$ cat src/hdl/qpr_round_sat.sv
// Final scaling shift and saturation of one rotated coordinate.
`default_nettype none

module qpr_round_sat #(
  parameter int SW = 64,
  parameter int FS = 28,
  parameter int CB = 16
) (
  input  wire logic signed [SW-1:0] sum_i,
  output logic signed [CB-1:0]      val_o,
  output logic                      clip_o
);

  localparam logic signed [SW-1:0] MAXV = (SW'(1) <<< (CB - 1)) - SW'(1);
  localparam logic signed [SW-1:0] MINV = -(SW'(1) <<< (CB - 1));

  logic signed [SW-1:0] shifted;
  logic                 over;
  logic                 under;

  always_comb begin
    shifted = sum_i >>> FS;
    over    = shifted > MAXV;
    under   = shifted < MINV;
    clip_o  = over | under;
    if (over) begin
      val_o = MAXV[CB-1:0];
    end else if (under) begin
      val_o = MINV[CB-1:0];
    end else begin
      val_o = shifted[CB-1:0];
    end
  end

endmodule

`default_nettype wire

$ cat config.mk
export PLATFORM = sky130hd
export DESIGN_NAME = qpr_round_sat
export DESIGN_NICKNAME = d
export VERILOG_FILES = /design/src/hdl/qpr_round_sat.sv
export SDC_FILE = /design/constraint.sdc
export NUM_CORES = 1
export LEC_CHECK = 0
export ABC_CLOCK_PERIOD_IN_PS = 2300
export BUFFER_PORTS_ARGS = -buffer_cell sky130_fd_sc_hd__clkbuf_2
export CORE_MARGIN = 4
export CORE_UTILIZATION = 19
export DETAILED_ROUTE_END_ITERATION = 6
export PLACE_DENSITY = 0.92
export SLEW_MARGIN = 20
export SYNTH_ARGS = -nofsm -noshare
export SYNTH_HDL_FRONTEND = slang
export SYNTH_SLANG_ARGS = --single-unit
$ cat constraint.sdc
create_clock -name vclk -period 2.3
set_input_delay 0.46 -clock vclk [all_inputs]
set_output_delay 0.46 -clock vclk [all_outputs]
set_load 0.01 [all_outputs]
# Word level (Yosys, flattened, before mapping)
# Index checks and enable logic that the tools add are counted.
# op_classes
addsub,0
n_div,0
mul,0
n_reduce_logical,0
eq_ne,0
bitwise,1
mux,2
order_cmp,2
shift,0
# ops
cell,n
greater-than comparator 36 x 16 -> 1 bit (second input constant),1
less-than comparator 36 x 16 -> 1 bit (second input constant),1
2-to-1 mux 16 bit,2
OR 1 bit,1
# word_totals
memories,0
ram_bits,0
mem_bits_ro,0
out_inout_bits,17
latch_bits,0
regBits,0

# Depth between registers and ports, before layout
# logic_depth
word_depth,3
mapped_depth,5
ltp_nobuf,4

# Worst setup path after synthesis
# OpenSTA, ideal clock, no wires.
# synth_timing
kind,input port to output port
startpoint,in sum_i[43]
endpoint,out val_o[10]
setup_slack_ps,237
arrival_time_ps,1603
n_path_buf,1
path_stages,5
required_time_ps,1840
cell_sequence,nand4_1 -> or3_4 -> o31ai_4 -> buf_6 -> a21o_1
# synth_via
elab_chain_len,3
word_cells_on_any_way,4
cone_classes,order compare: 2; mux: 2
# synth_rtl
item,line,rtl
start: declaration,9,"input wire logic signed [SW-1:0] sum_i,"
less-than comparator 36 x 16 -> 1 bit,24,under = shifted < MINV;
2-to-1 mux 16 bit,28,end else if (under) begin
2-to-1 mux 16 bit (*),26,if (over) begin
end: declaration,10,"output logic signed [CB-1:0] val_o,"
# Mark *: on every way between the ends. The rest lies on a longest branch, timed or not.

# Worst setup path in the final report
# layout_timing
startpoint,in sum_i[53]
endpoint,out val_o[14]
# The elaborated chain is that of the path after synthesis.

==> results.txt <==
----------------------------------------------------
[Global routing]
  First-pass GRT wire length ... between 1.5 and 2 mm
  Via count of the first global-routing pass ... between 400 and 500
  Global routing met1 resource utilization ... 10.7%
  Aggregate global routing overflow ... 0
  Highest-utilization routing layer at the global route stage ... met2
  GR Layer Usage met3 ... 1.22%
  Pin count of the biggest net entering global routing ... 17
  GRT Overall Usage ... about a tenth
  Initial antenna violation count ... 0
  GR Util met2 ... between 20% and 30%

[Detailed routing]
  Drc violations ... 0
  Final antenna-violating net count ... 0
  Detailed Routing Iterations Pass 1 ... 3
  Violation count after the first detailed-route iteration ... 2
  Average wire per cell in the routed design ... approximately 11 um
  Wirelength, routed ... 1.12 mm
  Routed via count divided by cell count ... roughly 4.9
  Via count ... 485

[Yosys]
  Share of synthesized cell area in full adder, half adder and majority cells ... 0%
  Area fraction in and, or, nand and nor cells after synthesis ... ~34%
  Mux contribution to synthesized area ... 0%
  Synthesized netlist net count ... 97
  Instance count of the mapped netlist ... 33
  Post-synthesis cell type count ... 11
  Post-synthesis share of cell area spent on xor and xnor gates ... 0%
  Cell taking the most area after synthesis ... sky130_fd_sc_hd__a21o_1
  Complex-gate fraction of the synthesized area ... 58.2%
  Largest family of logic cells by synthesized area ... compound AO/OA/AOI/OAI gates
  Share of the synthesized area in the top cell type ... 29.9%
  Synth top area cells ... sky130_fd_sc_hd__a21o_1, sky130_fd_sc_hd__a21o_2, sky130_fd_sc_hd__nand4_1, sky130_fd_sc_hd__nor4_1, sky130_fd_sc_hd__o31ai_4
  Yosys warning count ... 0
  Combined area of all synthesized cells ... between 200 and 300 um^2
  Register area share after synthesis ... 0%
  Avg Synthesized Cell Area ... 7.62 um^2

[Pwr]
  VDD IR max ... between 50 and 60 uV
  Leakage power summed over all cells ... roughly 0.34 nW
  Overall power of the completed layout ... between 0.00009 and 0.0001 W
  Total power per unit cell area ... approximately 180 mW/mm^2

[Finish]
  Synthesis-to-finish area growth ... 116%
  Most frequent cells in the layout ... sky130_fd_sc_hd__clkbuf_2, sky130_fd_sc_hd__a21o_1, sky130_fd_sc_hd__nand4_1, sky130_fd_sc_hd__nor4_1, sky130_fd_sc_hd__a21o_2
  Post-layout nets ... about 150
  Number of antenna repair diodes ... 0
  Count of clock-net buffers in the final layout ... 0
  Most common cell after layout, fill and taps aside ... sky130_fd_sc_hd__clkbuf_2
  Post-layout utilization of the core ... 46.4%
  Cell area after layout ... 543 um^2
  FFs & Latches ... 0
  Total area of multi-input combinational cells ... approximately 230 um^2
  Share of cells above drive strength 1 ... 72.9%
  Number of inserted filler cells in the final layout ... roughly 130
  Sequential cell area ... 0 um^2

[STA]
  Crit share post-route ... between 90% and 100%
  Final setup fails ... 0
  Headroom to the max-slew limit ... a little over four fifths
  Timing-limited maximum frequency ... about 450 MHz
  Final hold violation count ... 0
  Time the worst path needs with I/O delays and setup ... about 2.2 ns
  Post-Route Setup TNS ... 0 ns
  Setup repair after global routing missed its margin ... no
  Tightest Pin Transition ... approximately 0.25 ns
  Final Max Tran Viols ... 0
  Hold_ws ... 1.17 ns

[Die]
  Initial standard-cell utilization of the core ... 21.5%
  Row cnt ... 12
  Number of placed I/O pins ... roughly 80
  Die boundary height ... between 40 and 50 um
  Core Box Area ... ~0.0012 mm^2
  Full die area ... 0.00197 mm^2
  Die width ... 44.4 um

[Worst setup path]
  Crit path capture type ... output port
  List of cells traversed by the critical path ... clkbuf_2 -> nand4_1 -> or3_4 -> o31ai_4 -> buf_12 -> a21o_1 -> clkbuf_2
  Crit path max fanout ... 16
  Critical Path Source Type ... input pin
  Largest stage delay on the critical path ... ~0.4 ns
  Crit-path leading delay family ... simple AND/OR/NAND/NOR gates
  Worst path buffer plus inverter count ... 3
  Most frequent cell on the critical path ... sky130_fd_sc_hd__clkbuf_2
  Critical Setup Path Class ... in2out
  Required time of the critical path ... approximately 1.8 ns
  Arrival time worst endpoint ... around 1.7 ns
  Cell with the largest stage delay on the worst path ... sky130_fd_sc_hd__or3_4

[Place]
  Area after detailed placement ... ~540 um^2
  Buffers added on ports ... between 50 and 60
  Last weighted congestion value of the routability-driven placer ... approximately 0.75

[Flow run]
  Max-capacitance violation count ... 0

[Hold path]
  Type of the worst min-delay path ... in2out

[CTS]
  Setup fix buffers added after clock tree synthesis ... 0
  Post-cts gate resize count ... 0
  Hold buffer count at cts ... 0

[Run status]
  Run status ... completed

----------------------------------------------------
-- power by group --
part / switching (W) / internal (W) / total, W
combinational: 0.0000446 / 0.0000530 / 0.0000975
sequential: 0 / 0 / 0
clock: 0 / 0 / 0
-- per-stage QoR --
stage	setup WS, ns	cells
final	0.0959	99
after global routing	0.0372	99
after CTS	0.0785	99
after detailed placement	0.0799	99
after global placement	0.103	99
after floorplan	0.237	33
-- logic make-up after synthesis --
group,after synthesis
compound gates,17
simple gates,13
buf+inv,3
-- Yosys cell counts --
library cell	instances
sky130_fd_sc_hd__buf_6	1
sky130_fd_sc_hd__nand2b_1	1
sky130_fd_sc_hd__a21o_1	10
sky130_fd_sc_hd__nor4_1	5
sky130_fd_sc_hd__o31ai_4	1
sky130_fd_sc_hd__or3_4	1
sky130_fd_sc_hd__and3_1	1
sky130_fd_sc_hd__a31oi_1	1
sky130_fd_sc_hd__nand4_1	5
sky130_fd_sc_hd__clkbuf_1	2
sky130_fd_sc_hd__a21o_2	5
-- metal layers --
layer / part of all wire [%] / wire length [um] / vias up
met5: 0 / 0 / -
met4: 0 / 0 / 0
met3: 16 / 174 / 0
met2: 52 / 586 / 33
met1: 32 / 358 / 210
li1: - / - / 242
-- final timing paths --
| path | to | from | cells after the start | slack (ns) |
|---|---|---|---|---|
| setup / recovery | val_o[14] | sum_i[53] | 7 | 0.1 |
| hold / removal | val_o[15] | sum_i[63] | 2 | 1.17 |
-- cell type report --
cell class         count  area share, %
repair buffers        55           53.9
well taps             14           3.23
multi-input cells     30           42.9
Power figures use the tool's default switching activity.
