**config.mk**
```make
export PLATFORM = sky130hd
export DESIGN_NAME = qpr_split_mul
export DESIGN_NICKNAME = d
export VERILOG_FILES = /design/src/hdl/qpr_pkg.sv /design/src/hdl/qpr_split_mul.sv
export SDC_FILE = /design/constraint.sdc
export NUM_CORES = 2
export LEC_CHECK = 0
export ABC_AREA = 1
export BUFFER_PORTS_ARGS = -buffer_cell sky130_fd_sc_hd__buf_2
export CAP_MARGIN = 10
export CELL_PAD_IN_SITES_DETAIL_PLACEMENT = 0
export CELL_PAD_IN_SITES_GLOBAL_PLACEMENT = 1
export CORE_MARGIN = 1
export CORE_UTILIZATION = 40
export CTS_CLUSTER_DIAMETER = 200
export DETAILED_ROUTE_END_ITERATION = 8
export PLACE_DENSITY = 0.76
export SLEW_MARGIN = 25
export SYNTH_ARGS = -nofsm -noshare
export SYNTH_HDL_FRONTEND = slang
export SYNTH_SLANG_ARGS = --single-unit
```
**constraint.sdc**
```tcl
create_clock -name clk -period 6.09 [get_ports clk]
set_clock_uncertainty 0.2 [all_clocks]
set_input_delay 0.609 -clock clk [delete_from_list [all_inputs] [get_ports clk]]
set_output_delay 0.609 -clock clk [all_outputs]
set_load 0.01 [all_outputs]
```
**src/hdl/qpr_pkg.sv**
```systemverilog
// Shared constants and term-selection tables for the quaternion point rotation.
`default_nettype none

package qpr_pkg;

  localparam int QUAT_BITS  = 16;
  localparam int SPLIT_BITS = 16;

  // conj(q) * p : row = t component (w,x,y,z), column = point component (x,y,z)
  localparam logic [1:0] P1_QSEL [4][3] = '{
    '{2'd1, 2'd2, 2'd3},
    '{2'd0, 2'd3, 2'd2},
    '{2'd3, 2'd0, 2'd1},
    '{2'd2, 2'd1, 2'd0}
  };
  localparam logic P1_NEG [4][3] = '{
    '{1'b0, 1'b0, 1'b0},
    '{1'b0, 1'b0, 1'b1},
    '{1'b1, 1'b0, 1'b0},
    '{1'b0, 1'b1, 1'b0}
  };

  // t * q : row = result component (x,y,z), column = q component (w,x,y,z)
  localparam logic [1:0] P2_TSEL [3][4] = '{
    '{2'd1, 2'd0, 2'd3, 2'd2},
    '{2'd2, 2'd3, 2'd0, 2'd1},
    '{2'd3, 2'd2, 2'd1, 2'd0}
  };
  localparam logic P2_NEG [3][4] = '{
    '{1'b0, 1'b0, 1'b1, 1'b0},
    '{1'b0, 1'b0, 1'b0, 1'b1},
    '{1'b0, 1'b1, 1'b0, 1'b0}
  };

endpackage

`default_nettype wire

```
**src/hdl/qpr_split_mul.sv**
```systemverilog
// Two-stage signed multiplier of a wide operand by a quaternion component.
`default_nettype none

module qpr_split_mul
  import qpr_pkg::*;
#(
  parameter int TW = 34
) (
  input  wire logic                          clk,
  input  wire logic                          en_i,
  input  wire logic signed [TW-1:0]          t_i,
  input  wire logic signed [QUAT_BITS-1:0]   q_i,
  output logic signed [TW+QUAT_BITS-1:0]     prod_o
);

  localparam int HW = TW - SPLIT_BITS;
  localparam int PW = TW + QUAT_BITS;
  localparam int LW = SPLIT_BITS + 1 + QUAT_BITS;

  logic signed [HW-1:0]           hi_s;
  logic signed [SPLIT_BITS:0]     lo_s;
  logic signed [TW-1:0]           prod_hi_nxt, prod_hi_r;
  logic signed [LW-1:0]           prod_lo_nxt, prod_lo_r;
  logic signed [PW-1:0]           prod_nxt, prod_r;

  always_comb begin
    hi_s        = t_i[TW-1:SPLIT_BITS];
    lo_s        = {1'b0, t_i[SPLIT_BITS-1:0]};
    prod_hi_nxt = hi_s * q_i;
    prod_lo_nxt = lo_s * q_i;
    prod_nxt    = (PW'(prod_hi_r) <<< SPLIT_BITS) + PW'(prod_lo_r);
  end

  always_ff @(posedge clk) begin
    if (en_i) begin
      prod_hi_r <= prod_hi_nxt;
      prod_lo_r <= prod_lo_nxt;
      prod_r    <= prod_nxt;
    end
  end

  assign prod_o = prod_r;

endmodule

`default_nettype wire

```
### Word-level counts from Yosys, hierarchy flattened

Cells that the tools add are included.

| storage, ports and cells | value |
|---|---|
| register bits | 117 |
| word-level logic and storage cells | 6 |
| input bits | 52 |

| cells by class | value |
|---|---|
| $add $sub $neg | 1 |
| multiply operators | 2 |

Operators with widths:

| kind | number |
|---|---|
| 50-bit by 33-bit adder with 50-bit output | 1 |
| 18-bit by 16-bit multiplier with 34-bit output | 1 |
| 17-bit by 16-bit multiplier with 33-bit output | 1 |

### Longest topological paths before layout

| logic depth | value |
|---|---|
| depth in word-level cells | 1 |
| mapped depth | 27 |
| depth with buffers taken out | 25 |

### Worst setup path after synthesis

Ideal clock, no wire load.

| timing | value |
|---|---|
| path kind | input to register |
| from | input port q_i[3] |
| to | register prod_hi_r[32], data pin |
| stages on the path | 20 |
| data arrival time | 5624 ps |
| slack | 14 ps |
| path buffers | 2 |
| path through | clkbuf_1 > clkbuf_1 > nand2_1 > inv_1 > fa_1 > fa_1 > fa_1 > inv_1 > fa_1 > fa_1 > fa_1 > inv_1 > ha_1 > inv_1 > nor3_1 > nand2_1 > nor3_1 > nand2_1 > nand3_1 > nand2_1 |

| between the ends | value |
|---|---|
| longest elaborated chain between the ends | 1 |

Ends and longest elaborated chain:

| what | line | text |
|---|---|---|
| from (decl) | qpr_split_mul.sv:12 | `input wire logic signed [QUAT_BITS-1:0] q_i,` |
| 18-bit by 16-bit multiplier with 34-bit output | qpr_split_mul.sv:29 | `prod_hi_nxt = hi_s * q_i;` |
| named net prod_hi_nxt[32] | qpr_split_mul.sv:22 | `logic signed [TW-1:0] prod_hi_nxt, prod_hi_r;` |
| to (signal assigned) | qpr_split_mul.sv:36 | `prod_hi_r <= prod_hi_nxt;` |
| to (decl) | qpr_split_mul.sv:22 |  |

The timed path passes the listed nets, and every way through them passes these cells.
A chain may end at the register's enable or synchronous reset.

### Final worst setup path

| timing | value |
|---|---|
| from | input port q_i[1] |
| to | register prod_lo_r[16], data pin |

| between the ends | value |
|---|---|
| longest elaborated chain between the ends | 1 |

Ends and longest elaborated chain:

| what | line | text |
|---|---|---|
| 17-bit by 16-bit multiplier with 33-bit output | qpr_split_mul.sv:30 | `prod_lo_nxt = lo_s * q_i;` |
| named net prod_lo_nxt[16] | qpr_split_mul.sv:23 | `logic signed [LW-1:0] prod_lo_nxt, prod_lo_r;` |
| to (signal assigned) | qpr_split_mul.sv:37 | `prod_lo_r <= prod_lo_nxt;` |
| to (decl) | qpr_split_mul.sv:23 |  |

The timed path passes the listed nets, and every way through them passes these cells.

==> results.toml <==
[outcome]
status = "finished clean"

[sta]
setup_viol = 0
period_needed_ns = 5.87
drv_slew = 0
finalHoldViolCount = 0
fmax_ghz = 0.170
worst_pin_slew_ns = 0.969
rsz0062_at_grt = "no"
max_slew_margin_pct = 35.4
period_share_pct = 96.4

[hold_path]
worst_hold_path_type = "reg -> reg"

[worst_setup_path]
crit_path_frequent_cell = "fa_1"
max_stage_delay_ns = 0.53
worst-setup-path-type = "in -> reg"
worstPathRequired_ns = 6.07
worstPathMaxFanout = 15
crit_family = "adder cells"
path_cells = "clkbuf_4 -> buf_6 -> nand2_1 -> fa_1 -> fa_1 -> fa_1 -> inv_1 -> fa_1 -> fa_1 -> inv_1 -> fa_1 -> inv_1 -> ha_1 -> a21oi_1 -> o21ai_0 -> a21oi_1 -> nand2_2 -> xor2_1 -> buf_4"
cp.arrival_ns = 5.85
critPathLaunchType = "input pin"
cp_num_buf_inv = 6
cp-end-kind = "flip-flop"
slowest_stage = "fa_1"

[clock_network]
cts_hold_buffers = 0
clkLatencyLatePin_ns = 0.43
cts_tree = "yes"
clk_path_buf_depth = 2
cts_setup_buffers = 0
cts.clk_slew.worst_paths_ns = 0.05
cts-root-buf = "clkbuf_16"
cts_buffers = 17
cts_resized = 0
clock-sinks = 117
htreeDepth = 4

[cells_and_area]
fill_cells = 6786
final_core_util_pct = 46.3
diodes = 0
mostFrequentLayoutCell = "inv_1"
nets = 4534
final_cell_mix = "inv_1, nand2_1, fa_1"
layout-drive-gt1-share_pct = 11.6
area_delta_synth_final_pct = 14.5

[detailed_routing]
vias_per_cell = 4.66
dr_total_vias = 21600
first_pass_iters = 5
ant_nets = 0
wire_per_inst_um = 15.4
remaining_drc_errors = 0
drt-total-wl_mm = 71.3
drtIter0Drc = 1187

[logic_synthesis]
ys_ff_latch = 117
ys_async_sr_fraction_pct = 0
synth_seq_area_share_pct = 12.9
netlist_instances = 3498
syn_nets = 4276
yosys_warnings = 0
synth_ff_type = "edfxtp_1"
yosysUniqueCellTypes = 36
syn_area_per_cell_um2 = 7.78
synth_edf_count = 117
syn-cell-area_um2 = 27200

[die]
die_h_um = 263
start_util_pct = 40.4
core_um2 = 67300
dieArea_um2 = 69100
fp-row-count = 95
pin_count = 102
chipWidth_um = 263

[job]
maxCapViolCount = 0

[global_routing]
grt_pass1_vias = 22700
antenna_found_initial = 2
track_usage_pct = 21.8
grt_pass1_wl_mm = 121
grt_max_degree = 75
grt_overflow = 0

[place]
io_buffers = 101
dpl.hpwl_mm = 63.0
place.gp.congestion = 0.894
path summary, 6_finish.rpt:
check | depth (start not counted) | slack, ns | from | endpoint
worst max-delay path | 19 | 0.22 | q_i[1] | prod_lo_r[16]
worst min-delay path | 0 | 0.22 | prod_lo_r[13] | prod_o[13]
worst max register to register | 9 | 3.17 | prod_lo_r[32] | prod_o[46]
worst min register to register | 0 | 0.22 | prod_lo_r[13] | prod_o[13]
per-stage QoR:
step | hold slack, ns | setup slack, ns | setup TNS [ns] | std cells | area [um^2]
6_report | 0.216 | 0.219 | 0 | 4642 | 31200
5_1_grt | 0.220 | 0.00174 | 0 | 4642 | 31200
4_1_cts | 0.218 | 0.0646 | 0 | 4642 | 31100
3_5_place_dp | 0.205 | -0.373 | -5.68 | 4610 | 30600
3_3_place_gp | 0.201 | -0.304 | -4.11 | 4610 | 30600
2_1_floorplan | 0.200 | 0.0137 | 0 | 3498 | 27200
sequential cells by signal, indices dropped and copies added (netlist names):
name and cells:
prod_hi_r 34, prod_lo_r 33, prod_o 50
kinds of logic after synthesis:
group	synth area share, %
AND/OR/NAND/NOR	19.3
buffers and inverters	15.5
adder cells (fa/ha/maj)	46.8
XOR/XNOR	1.83
AO/OA/AOI/OAI	3.73
flip-flops	12.9
Yosys cell counts, types with 30 or more instances:
master,number,area share [%]
fa_1,485,36
nor2_1,136,1.9
xor2_1,43,1.4
clkbuf_1,117,1.6
nand3_1,82,1.5
edfxtp_1,117,13
nand4_1,30,0.69
inv_1,1001,14
nand2_1,968,13
o21ai_0,55,1.0
a21oi_1,94,1.7
ha_1,241,11
metal layers:
| metal | wire length (um) | vias up | global-route usage [%] |
|---|---|---|---|
| li1 | - | 10700 | - |
| met1 | 36000 | 10400 | 32.5 |
| met2 | 31900 | 453 | 35.5 |
| met3 | 2730 | 35 | 1.38 |
| met4 | 695 | 0 | 3.28 |
| met5 | 0 | - | 0 |
area by class of cell:
type	count	area, um^2	share of cell area (%)
Timing Repair Buffer	358	2730	8.77
Tap cell	873	1090	3.51
Multi-Input combinational cell	2259	19500	62.5
Clock inverter	13	133	0.426
Clock buffer	19	433	1.39
Inverter	1003	3760	12.1
Sequential cell	117	3510	11.3
worst register-to-register path, cell delays in order (launching register included):
cell and delay [ns]:
edfxtp_1 0.83, ha_1 0.46, a21oi_1 0.34, o21ai_0 0.22, a21oi_1 0.27, nor2_1 0.08, nor2_1 0.13, nand2_1 0.06
nand2_1 0.06, nand2_1 0.04
Power is left out: the tool's default activity adds up to more than one toggle a clock period on the data nets, which glitch-free logic cannot reach.
